==> config.mk <==
export PLATFORM = sky130hd
export DESIGN_NAME = reverse_letters_in_words_core
export DESIGN_NICKNAME = d
export VERILOG_FILES = /design/src/design/rlw_pkg.sv /design/src/design/rlw_ram.sv /design/src/design/reverse_letters_in_words_core.sv
export VERILOG_INCLUDE_DIRS = /design/src /design/src/design
export SDC_FILE = /design/constraint.sdc
export NUM_CORES = 1
export LEC_CHECK = 0
export ABC_AREA = 1
export BUFFER_PORTS_ARGS = -buffer_cell sky130_fd_sc_hd__buf_2
export CAP_MARGIN = 20
export CORE_MARGIN = 2
export CORE_UTILIZATION = 35
export CTS_CLUSTER_DIAMETER = 120
export CTS_CLUSTER_SIZE = 24
export DETAILED_ROUTE_END_ITERATION = 7
export PLACE_DENSITY = 0.58
export SYNTH_ARGS = -nofsm -noshare
export SYNTH_HDL_FRONTEND = slang
export SYNTH_SLANG_ARGS = --single-unit
==> constraint.sdc <==
create_clock -name clk -period 2.82 [get_ports clk]
set_clock_uncertainty 0.1 [all_clocks]
set_input_delay 0.423 -clock clk [delete_from_list [all_inputs] [get_ports clk]]
set_output_delay 0.423 -clock clk [all_outputs]
set_load 0.02 [all_outputs]
==> src/design/assert_macros.svh <==
// Assertion macros for the word reversal block, included by reverse_letters_in_words_core.
// Depends on nothing; the including module must provide clk and rst_n.
`ifndef ASSERT_MACROS_SVH
`define ASSERT_MACROS_SVH

// Check a property at each rising clock edge, suspended while reset is held.
`define ASSERT_SYNC(lbl, prop, msg) \
  lbl: assert property (@(posedge clk) disable iff (!rst_n) (prop)) else $error(msg);

// Check a property at each rising clock edge, reset included.
`define ASSERT_ALWAYS(lbl, prop, msg) \
  lbl: assert property (@(posedge clk) (prop)) else $error(msg);

`endif

==> src/design/rlw_pkg.sv <==
// Package for the word reversal block: widths, constants and controller states.
// Depends on nothing; used by reverse_letters_in_words_core.
`timescale 1ns / 1ps

package rlw_pkg;

  // Word stack size and derived widths
  localparam int WORD_MAX = 32;
  localparam int CHAR_W   = 8;
  localparam int CNT_W    = $clog2(WORD_MAX + 1);
  localparam int ADDR_W   = (WORD_MAX > 1) ? $clog2(WORD_MAX) : 1;

  localparam logic [CNT_W-1:0]  WORD_MAX_C      = CNT_W'(WORD_MAX);
  localparam logic [CHAR_W-1:0] TERMINATOR      = 8'h00;
  localparam logic [CHAR_W-1:0] SEPARATOR_RESET = 8'h20;

  // Controller states, one-hot
  typedef enum logic [3:0] {
    ST_FILL = 4'b0001,
    ST_READ = 4'b0010,
    ST_WAIT = 4'b0100,
    ST_LAST = 4'b1000
  } state_t;

endpackage

==> src/design/rlw_ram.sv <==
// Generic single-write, single-read synchronous RAM with registered read data.
// Depends on nothing; read data holds while no read is issued.
`timescale 1ns / 1ps

module rlw_ram #(
  parameter int WIDTH  = 8,
  parameter int DEPTH  = 32,
  parameter int ADDR_W = (DEPTH > 1) ? $clog2(DEPTH) : 1
) (
  input  logic              clk,
  input  logic              we,
  input  logic [ADDR_W-1:0] waddr,
  input  logic [WIDTH-1:0]  wdata,
  input  logic              re,
  input  logic [ADDR_W-1:0] raddr,
  output logic [WIDTH-1:0]  rdata
);

  logic [WIDTH-1:0] mem [DEPTH];

  // Write port
  always_ff @(posedge clk) begin
    if (we) begin
      mem[waddr] <= wdata;
    end
  end

  // Registered read port
  always_ff @(posedge clk) begin
    if (re) begin
      rdata <= mem[raddr];
    end
  end

endmodule

==> src/design/reverse_letters_in_words_core.sv <==
// Top level of the word reversal block: controller, word stack RAM, output register.
// Depends on rlw_pkg, rlw_ram and assert_macros.svh.
`timescale 1ns / 1ps
//
// Usage:
//   in_*  : one text byte per transaction. Ordinary bytes are stacked and give
//           no result; a byte equal to the separator register or byte 0 ends
//           the word.
//   out_* : for each ending byte, the stacked bytes in reverse order, then the
//           ending byte with out_tlast high. out_tuser flags a word that lost
//           bytes because the 32-entry stack was full.
//   cfg_* : cfg_we writes cfg_wdata into the separator register (space after
//           reset). Write only while the block is idle.
// Flow: word bytes are accepted while the block is in ST_FILL. An ending byte
//   with n stacked bytes then drains them: every stacked byte passes through
//   ST_READ, which issues its read on the single RAM read port, and ST_WAIT,
//   which loads it into the output register; ST_LAST then emits the ending
//   byte. Input is held off during the drain. The first result of a run thus
//   comes from ST_LAST if the word is empty, else from ST_WAIT.
// Reset: synchronous, active low; empties the stack and clears the overflow
//   and output valid flags; output payload and RAM contents are left as they are.
// Stall: a held result keeps its value; the drain pauses until it is taken.

`include "assert_macros.svh"

module reverse_letters_in_words_core (
  input  logic       clk,
  input  logic       rst_n,
  // Input stream; tdata bits: [7:0] in_char
  input  logic       in_tvalid,
  output logic       in_tready,
  input  logic [7:0] in_tdata,
  // Result stream; tdata bits: [7:0] out_char
  output logic       out_tvalid,
  input  logic       out_tready,
  output logic [7:0] out_tdata,
  output logic       out_tlast,
  // tuser bits: [0] word_overflow
  output logic       out_tuser,
  // Separator register write
  input  logic       cfg_we,
  input  logic [7:0] cfg_wdata
);

  rlw_pkg::state_t state_r, state_nxt;

  logic [rlw_pkg::CNT_W-1:0]  count_r, count_nxt;
  logic                       ovf_r, ovf_nxt;
  logic [rlw_pkg::CHAR_W-1:0] sep_r;
  logic [rlw_pkg::CHAR_W-1:0] term_r, term_nxt;

  logic                       out_valid_r, out_valid_nxt;
  logic [rlw_pkg::CHAR_W-1:0] out_char_r, out_char_nxt;
  logic                       out_last_r, out_last_nxt;
  logic                       out_ovf_r, out_ovf_nxt;

  logic                        in_fire;
  logic                        is_end;
  logic                        slot_free;
  logic                        ram_we;
  logic                        ram_re;
  logic [rlw_pkg::ADDR_W-1:0]  ram_waddr;
  logic [rlw_pkg::ADDR_W-1:0]  ram_raddr;
  logic [rlw_pkg::CNT_W-1:0]   count_dec;
  logic [rlw_pkg::CHAR_W-1:0]  ram_rdata;

  // Handshake and decode
  assign in_tready = (state_r == rlw_pkg::ST_FILL);
  assign in_fire   = in_tvalid && in_tready;
  assign is_end    = (in_tdata == sep_r) || (in_tdata == rlw_pkg::TERMINATOR);
  assign slot_free = !out_valid_r || out_tready;
  assign count_dec = count_r - rlw_pkg::CNT_W'(1);

  // Push at the current fill level, pop from the top while draining
  assign ram_we    = in_fire && !is_end && (count_r < rlw_pkg::WORD_MAX_C);
  assign ram_waddr = count_r[rlw_pkg::ADDR_W-1:0];
  assign ram_re    = (state_r == rlw_pkg::ST_READ);
  assign ram_raddr = count_dec[rlw_pkg::ADDR_W-1:0];

  rlw_ram #(
    .WIDTH (rlw_pkg::CHAR_W),
    .DEPTH (rlw_pkg::WORD_MAX)
  ) u_stack (
    .clk   (clk),
    .we    (ram_we),
    .waddr (ram_waddr),
    .wdata (in_tdata),
    .re    (ram_re),
    .raddr (ram_raddr),
    .rdata (ram_rdata)
  );

  // Controller: fill the stack, then read and emit one byte at a time via ST_READ and ST_WAIT, ending byte via ST_LAST
  always_comb begin
    state_nxt     = state_r;
    count_nxt     = count_r;
    ovf_nxt       = ovf_r;
    term_nxt      = term_r;
    out_valid_nxt = out_valid_r && !out_tready;
    out_char_nxt  = out_char_r;
    out_last_nxt  = out_last_r;
    out_ovf_nxt   = out_ovf_r;

    unique case (state_r)
      rlw_pkg::ST_FILL: begin
        if (in_fire) begin
          if (is_end) begin
            term_nxt  = in_tdata;
            state_nxt = (count_r == '0) ? rlw_pkg::ST_LAST : rlw_pkg::ST_READ;
          end else if (count_r < rlw_pkg::WORD_MAX_C) begin
            count_nxt = count_r + rlw_pkg::CNT_W'(1);
          end else begin
            ovf_nxt = 1'b1;
          end
        end
      end
      rlw_pkg::ST_READ: begin
        state_nxt = rlw_pkg::ST_WAIT;
      end
      rlw_pkg::ST_WAIT: begin
        if (slot_free) begin
          out_valid_nxt = 1'b1;
          out_char_nxt  = ram_rdata;
          out_last_nxt  = 1'b0;
          out_ovf_nxt   = ovf_r;
          count_nxt     = count_dec;
          state_nxt     = (count_dec == '0) ? rlw_pkg::ST_LAST : rlw_pkg::ST_READ;
        end
      end
      rlw_pkg::ST_LAST: begin
        if (slot_free) begin
          out_valid_nxt = 1'b1;
          out_char_nxt  = term_r;
          out_last_nxt  = 1'b1;
          out_ovf_nxt   = ovf_r;
          count_nxt     = '0;
          ovf_nxt       = 1'b0;
          state_nxt     = rlw_pkg::ST_FILL;
        end
      end
      default: begin
        state_nxt = rlw_pkg::ST_FILL;
      end
    endcase
  end

  // Control registers
  always_ff @(posedge clk) begin
    if (!rst_n) begin
      state_r     <= rlw_pkg::ST_FILL;
      count_r     <= '0;
      ovf_r       <= 1'b0;
      out_valid_r <= 1'b0;
    end else begin
      state_r     <= state_nxt;
      count_r     <= count_nxt;
      ovf_r       <= ovf_nxt;
      out_valid_r <= out_valid_nxt;
    end
  end

  // Separator register
  always_ff @(posedge clk) begin
    if (!rst_n) begin
      sep_r <= rlw_pkg::SEPARATOR_RESET;
    end else if (cfg_we) begin
      sep_r <= cfg_wdata;
    end
  end

  // Payload registers
  always_ff @(posedge clk) begin
    term_r     <= term_nxt;
    out_char_r <= out_char_nxt;
    out_last_r <= out_last_nxt;
    out_ovf_r  <= out_ovf_nxt;
  end

  assign out_tvalid = out_valid_r;
  assign out_tdata  = out_char_r;
  assign out_tlast  = out_last_r;
  assign out_tuser  = out_ovf_r;

  // Checks
  `ASSERT_SYNC(a_count_bound, count_r <= rlw_pkg::WORD_MAX_C, "stack count past capacity")
  `ASSERT_SYNC(a_read_nonempty, (state_r == rlw_pkg::ST_READ) |-> (count_r != '0),
               "stack read issued on an empty stack")
  `ASSERT_SYNC(a_last_emits, (state_r == rlw_pkg::ST_LAST && slot_free) |=>
               (out_valid_r && out_last_r && state_r == rlw_pkg::ST_FILL && count_r == '0),
               "ending byte not emitted as closing result")

endmodule

==> impl_metrics.csv <==
group,metric,value,unit
critical_path,slowest_delay,0.45,ns
layout,drive_above_1_share,0.1273,
floorplan,num_io_pins,33,
routing,drt_first_iter_violations,917,
logic_synthesis,synth_cell_types,39,
timing,hold_viol_final,0,
logic_synthesis,synth_seq_cells,302,
clocking,postCtsSetupRepairBufs,0,
timing,setup_viol,0,
critical_path,path_max_fanout,16,
timing,clock.fmax,390.4,MHz
placement,dpl_cell_area,13580,um2
logic_synthesis,netlist_area,12590,um2
timing,rsz0062_at_grt,"false",
critical_path,crit_path_frequent_cell,"nand3_1",
grt,grt-ovfl-total,0,
timing,tns,0,ns
clocking,cts-buffers-inserted,16,
floorplan,dieWidth,193.7,um
layout,area_growth,11.48,%
logic_synthesis,synth_cells,1063,
power,leakage,4.785,nW
critical_path,rrSetupSlack,0.26,ns
grt,grt_pass1_wl,47080,um
routing,avgRoutedWirePerCell,19.19,um
logic_synthesis,yosysWarnings,0,
routing,drcViolationCount,0,
layout,design_area,14040,um2
status,outcome,"finished, final reports clean",
clocking,cts_tree,"done",
placement,dp_slack,0.2454,ns
logic_synthesis,synth_edf_count,282,
clocking,postCtsHoldBufs,0,
floorplan,die_h,193.7,um
critical_path,crit_required,3.09,ns
routing,firstDrtPassIters,5,
placement,hpwl,19550,um
timing,fin_ws,0.2587,ns
clocking,clk_latency,0.51,ns
logic_synthesis,yosysTopAreaCellShare,0.6725,
logic_synthesis,ys_top_cells_by_area,"edfxtp_1, nor2_1, o21ai_0",
clocking,clk_pin_slew,0.10,ns
logic_synthesis,synth_flop_cell,"edfxtp_1",
critical_path,start_kind,"register",
floorplan,core_area,35480,um2
clocking,cts_sinks,302,
grt,track_usage,0.1602,
clocking,clock_path_buffers,3,
critical_path,crit_slowest_cell,"xnor2_4",
logic_synthesis,synth.avg_cell_area,11.85,um2
critical_path,crit_path_end_kind,"register",
clocking,post_cts_resize_count,0,
floorplan,num_rows,69,
critical_path,path_cells,"clkinv_2, ha_1, xnor2_4, inv_2, buf_4, o211ai_1, nand3_1, nand3_1, o21a_1",
placement,place.gp.congestion,0.7967,
logic_synthesis,ys_seq_area_frac,0.7043,
timing,slew_headroom,0.4855,
clocking,h-tree-depth,1,
timing,min_period,2.561,ns
logic_synthesis,async_flop_share,0,
grt,grt_max_degree,134,
critical_path,path_delay_family,"XOR/XNOR gates",
layout,num-fill-cells,3374,
floorplan,dieArea,37510,um2
floorplan,initial_core_util,0.3549,
logic_synthesis,synth_common_cells,"edfxtp_1, nor2_1, o21ai_0",
critical_path,cp.buffers_inverters,3,
routing,via_per_inst,5.125,
timing,final.period_utilization,0.9083,
layout,multi_input_area,3293,um2
logic_synthesis,synth_most_common_cell,"edfxtp_1",
routing,ant_nets,0,
power,powerDensity,661.9,nW/um2
clocking,clockRootBuffer,"clkbuf_16",
placement,io_buffers,32,
worst_hold_path,hold_class,"in -> reg",
grt,grt_pass1_vias,7929,
timing,slew_viol_final,0,
run,maxCapViolCount,0,
logic_synthesis,synth_nets,1090,
logic_synthesis,synth_top_area_cell,"edfxtp_1",
routing,num_vias,8123,
timing,worst_hold_slack,0.03324,ns
routing,drt-total-wl,30420,um
layout,nets,1144,
timing,worst_pin_slew,0.7717,ns
critical_path,worstPathArrival,2.83,ns
grt,antenna_found_initial,2,
critical_path,path_class,"reg -> reg",
layout,regArea,8872,um2
power,irDropWorstVdd,327.2,uV
## worst min-delay path: cells and delay by family
kind,cells,cell delay [ns]
buffers and inverters,1,0.08
and+or+nand+nor,2,0.11
## flip-flops by register name, indices dropped and copies added, names as in the netlist
| register | flops |
|---|---|
| out_tvalid | 1 |
| out_tdata | 8 |
| count_r | 6 |
| u_stack.rdata | 8 |
| state_r | 4 |
| out_tlast | 1 |
| ovf_r | 1 |
| out_tuser | 1 |
| sep_r | 8 |
| term_r | 8 |
| u_stack.mem | 256 |
## metrics by stage
stage	std cells	power (mW)	utilization
global placement	1560	6.895	0.3826
CTS	1584	9.339	0.3955
global route	1585	9.682	0.3956
finish	1585	9.292	0.3956
floorplan	1063	6.224	-
detailed placement	1560	6.901	0.3826
## metal layers
metal / routed length, um / track usage / vias up
met4: 544 / 0.04043 / 0
met5: 0 / 0 / -
met3: 1545 / 0.01809 / 41
li1: - / - / 3896
met2: 14150 / 0.2574 / 225
met1: 14180 / 0.2324 / 3961
## layout make-up
cell class                 instances  share of cell area
antenna                            1           0.0001783
clock buffer                      23             0.03191
clock inverter                     1           0.0008022
inverter                          38             0.01034
multi-input combinational        665              0.2346
sequential                       302              0.6321
tap                              461             0.04109
timing repair buffer              94             0.04902
## final timing paths
path / startpoint / to / depth (start not counted)
max: count_r[0] / u_stack.rdata[5] / 9
min: cfg_wdata[3] / sep_r[3] / 3
max reg2reg: count_r[0] / u_stack.rdata[5] / 9
min reg2reg: ovf_r / out_tuser / 0
## placed cells by master (no fill, tap or decap), types with 4 or more instances in the layout
cell and n:
o211ai_1 64, nor2_1 246, nand2_4 4, a21oi_1 15, buf_2 32, dfxtp_1 19
ha_1 5, nor3_1 4, clkbuf_16 17, o21ai_0 140, o21a_1 8, clkbuf_1 6
inv_2 7, edfxtp_1 282, nand3_1 57, xnor2_1 4, buf_4 57, buf_12 5
nand3_2 5, nand2_1 91, inv_1 29
## power by group
group          leakage [nW]  internal (mW)  switching [mW]
Sequential             2.70           4.97          0.0346
Clock                 0.223           1.12            1.36
Combinational          1.86          0.575            1.22
Total                  4.78           6.67            2.62
## logic make-up (layout without fill, tap and decap cells)
group           count (synthesis)  after routing  synth area share
compound gates                234            234            0.1086
xor+xnor                        6              6          0.006260
fa+ha+maj                       6              6          0.005962
buf+inv                        96            156           0.03517
flops                         302            302            0.7043
other cells                     0              1                 0
simple gates                  419            419            0.1397
No activity file was read; power rests on OpenSTA's default activity.
